`src/hw/rtl/cif_pkg.sv`:
```
package cif_pkg;

  localparam int BUF_DEPTH = 128;                  // power of two, 2..4096
  localparam int IDX_W     = $clog2(BUF_DEPTH);
  localparam int PTR_W     = IDX_W + 1;            // one extra bit tells full from empty

  localparam int IN_W  = 16;                       // ch, first_of_read, zero pad
  localparam int OUT_W = 40;                       // nine result fields, zero pad

  localparam logic [1:0] SIG_NONE = 2'd0;
  localparam logic [1:0] SIG_INT  = 2'd1;
  localparam logic [1:0] SIG_STOP = 2'd2;
  localparam logic [1:0] SIG_DUMP = 2'd3;

  localparam logic OP_RECV = 1'b0;
  localparam logic OP_READ = 1'b1;

  typedef enum logic [1:0] {
    ST_IDLE = 2'b01,
    ST_EXEC = 2'b10
  } state_t;

  typedef struct packed {
    logic accept;   // latch item, start store read
    logic exec;     // evaluate item, update state, load result
  } cmd_t;

  typedef struct packed {
    logic out_free; // result register empty or being drained
  } sts_t;

endpackage

```
`src/hw/rtl/cif_ctrl.sv`:
```
module cif_ctrl (
  input  logic          clk,
  input  logic          rst_n,
  input  logic          in_tvalid,
  output logic          in_tready,
  input  cif_pkg::sts_t sts,
  output cif_pkg::cmd_t cmd
);

  cif_pkg::state_t state_r, state_nxt;

  assign in_tready  = (state_r == cif_pkg::ST_IDLE);
  assign cmd.accept = in_tvalid && in_tready;
  assign cmd.exec   = (state_r == cif_pkg::ST_EXEC) && sts.out_free;

  always_comb begin
    state_nxt = state_r;
    case (state_r)
      cif_pkg::ST_IDLE: begin
        if (cmd.accept) state_nxt = cif_pkg::ST_EXEC;
      end
      cif_pkg::ST_EXEC: begin
        if (cmd.exec) state_nxt = cif_pkg::ST_IDLE;
      end
      default: state_nxt = cif_pkg::ST_IDLE;
    endcase
  end

  always_ff @(posedge clk) begin
    if (!rst_n) state_r <= cif_pkg::ST_IDLE;
    else        state_r <= state_nxt;
  end

endmodule

```
`src/hw/rtl/cif_datapath.sv`:
```
module cif_datapath (
  input  logic                      clk,
  input  logic                      rst_n,
  input  cif_pkg::cmd_t             cmd,
  output cif_pkg::sts_t             sts,
  input  logic                      in_op,
  input  logic [cif_pkg::IN_W-1:0]  in_data,
  input  logic                      cfg_wr_en,
  input  logic [15:0]               cfg_wr_data,
  output logic                      out_valid,
  input  logic                      out_ready,
  output logic [cif_pkg::OUT_W-1:0] out_data
);

  localparam logic [7:0] CH_EOT  = 8'h04;
  localparam logic [7:0] CH_INTR = 8'h03;
  localparam logic [7:0] CH_SUSP = 8'h1a;
  localparam logic [7:0] CH_DUMP = 8'h10;
  localparam logic [7:0] CH_KILL = 8'h15;
  localparam logic [7:0] CH_BS   = 8'h08;
  localparam logic [7:0] CH_DEL  = 8'h7f;
  localparam logic [7:0] CH_ESC  = 8'h1b;
  localparam logic [7:0] CH_CR   = 8'h0d;
  localparam logic [7:0] CH_LF   = 8'h0a;
  localparam logic [7:0] CH_LBR  = 8'h5b;
  localparam logic [7:0] CH_UP   = 8'h41;
  localparam logic [7:0] CH_DOWN = 8'h42;
  localparam logic [7:0] KEY_UP  = 8'h01;
  localparam logic [7:0] KEY_DN  = 8'h02;

  localparam int PW = cif_pkg::PTR_W;
  localparam int IW = cif_pkg::IDX_W;

  logic [7:0]    mem [cif_pkg::BUF_DEPTH];
  logic [7:0]    rdata_r;

  logic          op_r;
  logic [7:0]    ch_r;
  logic          first_r;

  logic [PW-1:0] rd_r, rd_nxt, wr_r, wr_nxt;
  logic          esc_r, esc_nxt, sb_r, sb_nxt;
  logic [15:0]   fg_r;

  logic                      out_valid_r;
  logic [cif_pkg::OUT_W-1:0] out_data_r;

  logic [PW-1:0] fill;
  logic          full, empty;
  logic          enq;
  logic [7:0]    enq_byte;
  logic          mem_we;

  logic          echo_valid, read_valid, read_eof, read_line_end, read_empty;
  logic [7:0]    echo_byte, read_byte;
  logic [1:0]    signal_kind;
  logic [15:0]   signal_group;

  assign fill  = wr_r - rd_r;
  assign full  = (fill == PW'(cif_pkg::BUF_DEPTH));
  assign empty = (fill == '0);

  assign sts.out_free = !out_valid_r || out_ready;
  assign out_valid    = out_valid_r;
  assign out_data     = out_data_r;

  always_comb begin
    rd_nxt        = rd_r;
    esc_nxt       = esc_r;
    sb_nxt        = sb_r;
    enq           = 1'b0;
    enq_byte      = 8'h00;
    echo_valid    = 1'b0;
    echo_byte     = 8'h00;
    signal_kind   = cif_pkg::SIG_NONE;
    signal_group  = 16'h0000;
    read_valid    = 1'b0;
    read_byte     = 8'h00;
    read_eof      = 1'b0;
    read_line_end = 1'b0;
    read_empty    = 1'b0;

    if (op_r == cif_pkg::OP_READ) begin
      if (empty) begin
        read_empty = 1'b1;
      end else if (rdata_r == CH_EOT) begin
        read_eof = 1'b1;
        if (first_r) rd_nxt = rd_r + PW'(1);
      end else begin
        rd_nxt        = rd_r + PW'(1);
        read_valid    = 1'b1;
        read_byte     = rdata_r;
        read_line_end = (rdata_r == CH_LF);
      end
    end else if (esc_r) begin
      if (ch_r == CH_LBR) begin
        sb_nxt = 1'b1;
      end else if (sb_r && (ch_r inside {[8'h30:8'h39], 8'h3b, 8'h3f})) begin
        // swallow parameter bytes of the sequence
      end else begin
        esc_nxt = 1'b0;
        sb_nxt  = 1'b0;
        if (ch_r == CH_UP) begin
          enq      = 1'b1;
          enq_byte = KEY_UP;
        end else if (ch_r == CH_DOWN) begin
          enq      = 1'b1;
          enq_byte = KEY_DN;
        end
      end
    end else begin
      case (ch_r)
        CH_ESC: begin
          esc_nxt = 1'b1;
          sb_nxt  = 1'b0;
        end
        CH_INTR: begin
          if (fg_r != 16'h0000) begin
            signal_kind  = cif_pkg::SIG_INT;
            signal_group = fg_r;
          end
        end
        CH_SUSP: begin
          if (fg_r != 16'h0000) begin
            signal_kind  = cif_pkg::SIG_STOP;
            signal_group = fg_r;
          end
        end
        CH_DUMP: signal_kind = cif_pkg::SIG_DUMP;
        CH_KILL: begin
          enq      = 1'b1;
          enq_byte = CH_KILL;
        end
        CH_BS, CH_DEL: begin
          enq      = 1'b1;
          enq_byte = CH_BS;
        end
        default: begin
          if (ch_r != 8'h00 && !full) begin
            echo_valid = 1'b1;
            echo_byte  = (ch_r == CH_CR) ? CH_LF : ch_r;
            enq        = 1'b1;
            enq_byte   = echo_byte;
          end
        end
      endcase
    end

    mem_we = cmd.exec && enq && !full;
    wr_nxt = mem_we ? wr_r + PW'(1) : wr_r;
  end

  // ring store, registered read at accept time
  always_ff @(posedge clk) begin
    if (mem_we) mem[wr_r[IW-1:0]] <= enq_byte;
    if (cmd.accept) rdata_r <= mem[rd_r[IW-1:0]];
  end

  always_ff @(posedge clk) begin
    if (cmd.accept) begin
      op_r    <= in_op;
      ch_r    <= in_data[7:0];
      first_r <= in_data[8];
    end
    if (cmd.exec) begin
      out_data_r <= {1'b0, read_empty, read_line_end, read_eof, read_byte, read_valid,
                     signal_group, signal_kind, echo_byte, echo_valid};
    end
  end

  always_ff @(posedge clk) begin
    if (!rst_n) begin
      rd_r        <= '0;
      wr_r        <= '0;
      esc_r       <= 1'b0;
      sb_r        <= 1'b0;
      fg_r        <= 16'h0000;
      out_valid_r <= 1'b0;
    end else begin
      if (cfg_wr_en) fg_r <= cfg_wr_data;
      if (cmd.exec) begin
        rd_r        <= rd_nxt;
        wr_r        <= wr_nxt;
        esc_r       <= esc_nxt;
        sb_r        <= sb_nxt;
        out_valid_r <= 1'b1;
      end else if (out_ready) begin
        out_valid_r <= 1'b0;
      end
    end
  end

  a_fill_bound: assert property (@(posedge clk) disable iff (!rst_n)
    fill <= PW'(cif_pkg::BUF_DEPTH))
    else $error("ring fill exceeds depth");

  a_bracket_in_esc: assert property (@(posedge clk) disable iff (!rst_n)
    sb_r |-> esc_r)
    else $error("bracket flag set outside an escape");

  a_pop_advances: assert property (@(posedge clk) disable iff (!rst_n)
    (cmd.exec && read_valid) |=> (rd_r == $past(rd_r) + PW'(1)))
    else $error("delivered byte did not advance read pointer");

  a_one_outcome: assert property (@(posedge clk) disable iff (!rst_n)
    cmd.exec |-> $onehot0({echo_valid, signal_kind != cif_pkg::SIG_NONE,
                           read_valid, read_eof, read_empty}))
    else $error("result carries more than one outcome");

  a_no_write_when_full: assert property (@(posedge clk) disable iff (!rst_n)
    full |-> !mem_we)
    else $error("write into full ring");

endmodule

```
`src/hw/rtl/console_input_filter_fifo_unit.sv`:
```
// Channel   Direction  Payload
// in_*      slave      tuser: op | tdata: ch[7:0], first_of_read[8], zero pad [15:9]
// out_*     master     tdata: echo_valid, echo_byte, signal_kind, signal_group,
//                      read_valid, read_byte, read_eof, read_line_end, read_empty
// cfg_*     write      foreground_group, written whenever cfg_wr_en is high
//
// Each item is accepted in ST_IDLE, which starts the registered ring read at the read
// pointer; ST_EXEC then evaluates the item and loads the result register once it is
// free, so a new item is accepted only after the last one has been evaluated.
// A result waiting on out_tready does not block the next accept; evaluation of that
// next item holds until the result register drains.
// Reset (rst_n low, synchronous) clears pointers, escape flags, group and result valid.
module console_input_filter_fifo_unit (
  input  logic                      clk,
  input  logic                      rst_n,
  input  logic                      in_tvalid,
  output logic                      in_tready,
  input  logic [cif_pkg::IN_W-1:0]  in_tdata,   // ch[7:0], first_of_read[8], zero[15:9]
  input  logic                      in_tuser,   // op: 0 receive, 1 read
  output logic                      out_tvalid,
  input  logic                      out_tready,
  output logic [cif_pkg::OUT_W-1:0] out_tdata,  // echo_valid[0], echo_byte[8:1],
                                                // signal_kind[10:9], signal_group[26:11],
                                                // read_valid[27], read_byte[35:28],
                                                // read_eof[36], read_line_end[37],
                                                // read_empty[38], zero[39]
  input  logic                      cfg_wr_en,
  input  logic [15:0]               cfg_wr_data
);

  cif_pkg::cmd_t cmd;
  cif_pkg::sts_t sts;

  // sequence accept and evaluate, one item in flight
  cif_ctrl u_ctrl (
    .clk       (clk),
    .rst_n     (rst_n),
    .in_tvalid (in_tvalid),
    .in_tready (in_tready),
    .sts       (sts),
    .cmd       (cmd)
  );

  // filter, ring store, pointers and result register
  cif_datapath u_dp (
    .clk         (clk),
    .rst_n       (rst_n),
    .cmd         (cmd),
    .sts         (sts),
    .in_op       (in_tuser),
    .in_data     (in_tdata),
    .cfg_wr_en   (cfg_wr_en),
    .cfg_wr_data (cfg_wr_data),
    .out_valid   (out_tvalid),
    .out_ready   (out_tready),
    .out_data    (out_tdata)
  );

endmodule
```
`config.mk`:
```
export PLATFORM = sky130hd
export DESIGN_NAME = console_input_filter_fifo_unit
export DESIGN_NICKNAME = d
export VERILOG_FILES = /design/src/hw/rtl/cif_pkg.sv /design/src/hw/rtl/cif_ctrl.sv /design/src/hw/rtl/cif_datapath.sv /design/src/hw/rtl/console_input_filter_fifo_unit.sv
export SDC_FILE = /design/constraint.sdc
export NUM_CORES = 1
export LEC_CHECK = 0
export BUFFER_PORTS_ARGS = -buffer_cell sky130_fd_sc_hd__buf_2
export CORE_MARGIN = 3
export CORE_UTILIZATION = 50
export CTS_CLUSTER_DIAMETER = 120
export DETAILED_ROUTE_END_ITERATION = 16
export PLACE_DENSITY = 0.66
export REMOVE_ABC_BUFFERS = 1
export SLEW_MARGIN = 20
export SYNTH_ARGS = -nofsm -noshare
export SYNTH_HDL_FRONTEND = slang
export SYNTH_SLANG_ARGS = --single-unit
```
`constraint.sdc`:
```
create_clock -name clk -period 12.2 [get_ports clk]
set_input_delay 1.83 -clock clk [delete_from_list [all_inputs] [get_ports clk]]
set_output_delay 1.83 -clock clk [all_outputs]
set_load 0.03 [all_outputs]
```
==> Yosys cells after proc, flatten, opt, wreduce, memory -nomap -nowiden <==
Memories as Yosys holds them, arrays and structs flattened. A register that Yosys moved wholly into a read port is not among the register bits.
Index checks and enable logic that the tools add are counted.
{ "word_totals": {"reg_bits": 86, "ram_bits": 1024, "n_memories": 1} }
{ "mem_list": {"columns": ["memory", "depth", "width", "read_ports", "rd_ports_with_merged_regs", "wr", "line_no", "source"], "rows": [
  ["u_dp.mem", 128, 8, 1, 1, 1, "cif_datapath.sv:34", "logic [7:0] mem [cif_pkg::BUF_DEPTH];"]
]} }
{ "op_classes": {"add_sub_neg": 3, "magnitude_cmp": 2, "eq_ne": 22, "n_mux": 40, "bitwise": 4, "reduce_logical": 30} }
{ "ops": {"columns": ["operator", "count"], "rows": [
  ["2-to-1 mux 8 bit", 9],
  ["equality test 8 x 5 -> 1 bit, second input constant", 4],
  ["equality test 8 x 7 -> 1 bit, second input constant", 4],
  ["equality test 8 x 4 -> 1 bit, second input constant", 3],
  ["one-hot mux 8 bit (3 select lines)", 1],
  ["2-to-1 mux 1 bit", 23],
  ["adder 8 x 1 -> 8 bit, second input constant", 2],
  ["equality test 8 x 6 -> 1 bit, second input constant", 2],
  ["nonzero test 16 bit", 1],
  ["OR reduction 9 bit", 1],
  ["equality test 8 x 2 -> 1 bit, second input constant", 1],
  ["equality test 8 x 3 -> 1 bit, second input constant", 1],
  ["equality test 8 bit, second input constant", 1],
  [">= comparator 8 x 6 -> 1 bit, second input constant", 1],
  ["less-or-equal comparator 8 x 6 -> 1 bit, second input constant", 1],
  ["zero test 8 bit", 1],
  ["2-to-1 mux 2 bit", 4],
  ["AND reduction 4 bit", 2],
  ["nonzero test 8 bit", 1],
  ["OR reduction 2 bit", 4],
  ["OR reduction 4 bit", 2],
  ["subtractor 8 bit", 1],
  ["logical AND 1 bit", 7],
  ["one-hot mux 2 bit (3 select lines)", 1],
  ["other kinds (14)", 23]
]} }

==> Depth between registers and ports, before layout <==
{ "depth": {"ltp_word": 12, "mapped_depth": 16, "depth_no_buf": 9} }

==> Hierarchy <==
From an unflattened synthesis, not the netlist that was laid out.
{ "hier_totals": {"cells_unflattened": 2132, "hier_area_um2": 44088.5} }
{ "modules_own_cells": {"columns": ["mod", "instances", "cells_per_inst", "area_per_inst_um2", "seq_area_each_um2"], "rows": [
  ["cif_datapath", 1, 2123, 43994.7, 33161.8],
  ["cif_ctrl", 1, 9, 93.8, 40.0]
]} }

==> Worst setup path before layout <==
Ideal clock, no wire load.
{ "synth_path": {"path_kind": "reg2reg", "from": "register u_dp.rd_r[1]", "to": "memory u_dp.mem[0][0], data pin", "setup_time_ns": 1.230, "arrival_time_ns": 8.405, "t_required_ns": 10.970, "path_slack_ns": 2.565, "stages_incl_launch_ff": 15, "path_buffers": 5, "cell_sequence": "dfxtp_1 > buf_4 > buf_2 > buf_2 > buf_2 > buf_2 > inv_1 > ha_1 > nor2b_1 > o211a_1 > o221ai_1 > a221oi_4 > a21oi_1 > a311oi_1 > a211oi_1"} }
{ "synth_between": {"elab_chain_cells": 8} }
{ "synth_rtl": {"columns": ["element", "line_no", "source"], "rows": [
  ["from (decl)", "cif_datapath.sv:41", "logic [PW-1:0] rd_r, rd_nxt, wr_r, wr_nxt;"],
  ["from (signal assigned)", "cif_datapath.sv:182", "rd_r <= rd_nxt;"],
  ["subtractor 8 bit", "cif_datapath.sv:59", "assign fill = wr_r - rd_r;"],
  ["equality test 8 bit", "cif_datapath.sv:60", "assign full = (fill == PW'(cif_pkg::BUF_DEPTH));"],
  ["zero test 1 bit", "cif_datapath.sv:139", "if (ch_r != 8'h00 && !full) begin"],
  ["logical AND 1 bit", "cif_datapath.sv:139", null],
  ["2-to-1 mux 8 bit", "cif_datapath.sv:139", null],
  ["one-hot mux 8 bit (3 select lines)", "cif_datapath.sv:112", "case (ch_r)"],
  ["2-to-1 mux 8 bit", "cif_datapath.sv:95", "end else if (esc_r) begin"],
  ["2-to-1 mux 8 bit", "cif_datapath.sv:83", "if (op_r == cif_pkg::OP_READ) begin"],
  ["net u_dp.enq_byte[0]", "cif_datapath.sv:51", "logic [7:0] enq_byte;"],
  ["to (decl)", "cif_datapath.sv:34", null]
]} }
The timed path passes the listed nets, and every way through them passes these cells.

==> Final worst setup path <==
{ "layout_path": {"from": "register u_dp.rd_r[1]", "to": "memory u_dp.mem[34][0], data pin"} }
Same word-level chain as after synthesis.

==> impl_metrics.csv <==
group,metric,value,unit
setup_path,worst_path_max_delay_cell,"dfxtp_4",
routing,wl_per_cell,28.1,microns
power_and_ir_drop,power.density_cell_area,158,nW/um^2
sta,setup_viol,0,
cts,root_buffer,"clkbuf_16",
cts,clockBufferDepth,3,
layout,n_antenna_cell,0,
cts,cts_resized,0,
routing,route.vias.total,21823,
sta,finalHoldViolCount,0,
min_path,whs_path_depth,2,
sta,fin_crit,5190,ps
setup_path,r2r-end,"u_dp.mem[34][0]",
setup_path,timing.critical_path.mode_cell,"buf_4",
synthesis,ys_ff_latch,1118,
synthesis,yosys_warnings,0,
setup_path,reg2reg_depth,11,
sta,period_share,42.5,%
sta,relSlewSlack,24.9,%
placement,placed_area,45700,sq um
cts,post_cts_buffers,0,
synthesis,synth-seq-area-share,75.3,%
setup_path,max_stage_delay,960,ps
synthesis,syn-instance-count,2161,
grt,grt_util_all_layers,21.9,%
sta,rsz0062_at_grt,"no",
floorplanning,die_h,303,microns
grt,grt_pass1_wl,147,mm
placement,port_buffers,71,
grt,grt_pass1_vias,21875,
floorplanning,die-area,91700,sq um
routing,routed_wl,98.7,mm
setup_path,end_kind,"flip-flop",
status,status,"complete, no violations",
layout,nNetsFinal,2313,
setup_path,cp.arrival,5500,ps
setup_path,path_cells,"inv_1, ha_1, nor2b_1, o211a_1, o221ai_1, a221oi_4, a21oi_1, a311oi_1, a211oi_4, buf_4, buf_4",
cts,cts_sinks,1118,
layout,final_area,49400,sq um
setup_path,start_kind,"flip-flop",
synthesis,avgSynthCellArea,20.4,sq um
setup_path,critPathMaxFanout,80,
sta,slew_viol_final,0,
layout,layout_commonest_cell,"edfxtp_1",
min_path,hp-class,"reg -> reg",
setup_path,critical_path_class,"reg -> reg",
power_and_ir_drop,p_leak,15.3,nW
sta,skew,33.8,ps
setup_path,r2r_slack,7010,ps
grt,grt_max_degree,113,
floorplanning,start_util,50.6,%
floorplanning,dieWidth,303,microns
cts,clkTransAtPathRegs,70,ps
synthesis,async_flop_share,0,%
synthesis,mappedNetlistArea,44100,sq um
floorplanning,num_io_pins,80,
layout,syn_to_final_growth,12.1,%
sta,fmax,0.193,GHz
placement,dp_hpwl,59.0,mm
sta,worst_slack,7010,ps
layout,drive_gt1_share,25.6,%
cts,htreeDepth,3,
synthesis,synth-edff-count,1081,
cts,cts_tree,"yes",
placement,place_congestion,0.844,
min_path,hold_path.startpoint,"u_dp.rd_r[7]",
sta,tightest_slew,1120,ps
routing,drc_errors,0,
cts,ctsHoldBuffers,0,
floorplanning,rows,108,
min_path,whs_endpoint,"u_dp.rd_r[7]",
setup_path,required,12520,ps
grt,antenna_found_initial,2,
routing,first_pass_iters,5,
routing,dr.first_iter.drc_count,2342,
synthesis,synth.distinct_cells,72,
routing,antenna_left,0,
setup_path,rr_startpoint,"u_dp.rd_r[1]",
cts,numCtsBuffers,109,
cts,insertion_delay,680,ps
layout,final_cell_mix,"edfxtp_1 (1,081), mux4_2 (295), nor2_1 (200)",
job,max-cap-violations,0,
setup_path,cpLargestDelayFamily,"compound AO/OA/AOI/OAI gates",
grt,grt_overflow,0,
routing,vias_per_cell,6.22,
setup_path,crit_path_start,"u_dp.rd_r[1]",
synthesis,synthFlopType,"edfxtp_1",
setup_path,path_buf_inv,3,
floorplanning,fp.coreArea,87000,sq um
power_and_ir_drop,ir_drop,0.000111,V
placement,preCtsSetupSlack,6520,ps
layout make-up:
class | count | area [sq um]
clock buffer | 128 | 2850
fill | 6322 | 37600
multi-input combinational | 914 | 10300
timing repair buffer | 109 | 694
inverter | 14 | 53.8
sequential | 1118 | 33200
clock inverter | 73 | 817
tap | 1155 | 1450
where the power goes:
part	internal (mW)	total (mW)	switching, mW	leakage [nW]
logic	0.0212	0.123	0.101	3.31
clock network	2.01	3.44	1.42	1.78
registers	4.23	4.24	0.00984	10.2
flip-flops by register name, indices dropped and copies added, names as in the netlist:
signal          count
u_dp.ch_r           8
u_dp.mem         1024
u_dp.rdata_r        8
u_dp.out_valid      1
u_dp.rd_r           8
u_dp.wr_r           8
u_dp.fg_r          16
u_ctrl.state_r      2
u_dp.esc_r          1
u_dp.op_r           1
u_dp.out_data      39
u_dp.sb_r           1
u_dp.first_r        1
per-layer routing:
metal,share of wire (%),vias to the layer above,global-route usage [%]
met5,0.0091,-,0
met4,2.3,2,5.65
met3,7.8,149,3.63
met2,48,952,34.5
met1,42,11595,32.3
li1,-,9125,-
worst reg2reg max path, cell delays in order (launching register included):
cell and delay (ps):
dfxtp_4 960, inv_1 120, ha_1 320, nor2b_1 160, o211a_1 240, o221ai_1 360, a221oi_4 190, a21oi_1 580
a311oi_1 280, a211oi_4 250, buf_4 470, buf_4 800
worst max path at each step:
stage / endpoint / cells after the start
5_1_grt: u_dp.mem[34][0] / 11
2_1_floorplan: u_dp.mem[0][0] / 8
3_3_place_gp: u_dp.mem[120][5] / 10
6_report: u_dp.mem[34][0] / 11
3_5_place_dp: u_dp.mem[116][5] / 10
4_1_cts: u_dp.mem[102][5] / 10
Yosys cell counts, types with 11 or more instances:
library cell	n	area [sq um]
edfxtp_1	1081	32500
mux4_2	295	6640
nor2_1	204	766
nand2_1	65	244
buf_2	44	220
mux2i_1	42	420
clkbuf_1	40	150
dfxtp_1	37	741
o21ai_0	30	150
and2_1	29	181
a21oi_1	23	115
buf_4	21	158
nor3_1	19	95.1
a22oi_1	18	135
nand3_1	15	75.1
nand4_1	13	81.3
nor2b_1	13	81.3
inv_1	11	41.3
through the flow:
stage / cells / setup TNS, ps / total power [mW] / hold slack [ps] / utilization, %
after floorplan: 2046 / -4048160 / 4.39 / 454 / -
after global placement: 3308 / 0 / 4.44 / 472 / 52.5
after detailed placement: 3308 / 0 / 4.44 / 492 / 52.5
after CTS: 3509 / 0 / 7.84 / 501 / 56.7
after global routing: 3511 / 0 / 8.02 / 532 / 56.7
final: 3511 / 0 / 7.80 / 515 / 56.7
kinds of logic after synthesis:
family	Yosys count	share of synthesized area, %
and+or+nand+nor	412	4.36
adders and majority gates	9	0.256
other	1	0.00851
DFF	1118	75.3
AOI/OAI and AO/OA	141	2.24
xor gates and xnor gates	10	0.199
buffers and inverters	129	1.45
muxes	341	16.1
(Power assumes the default switching activity.)
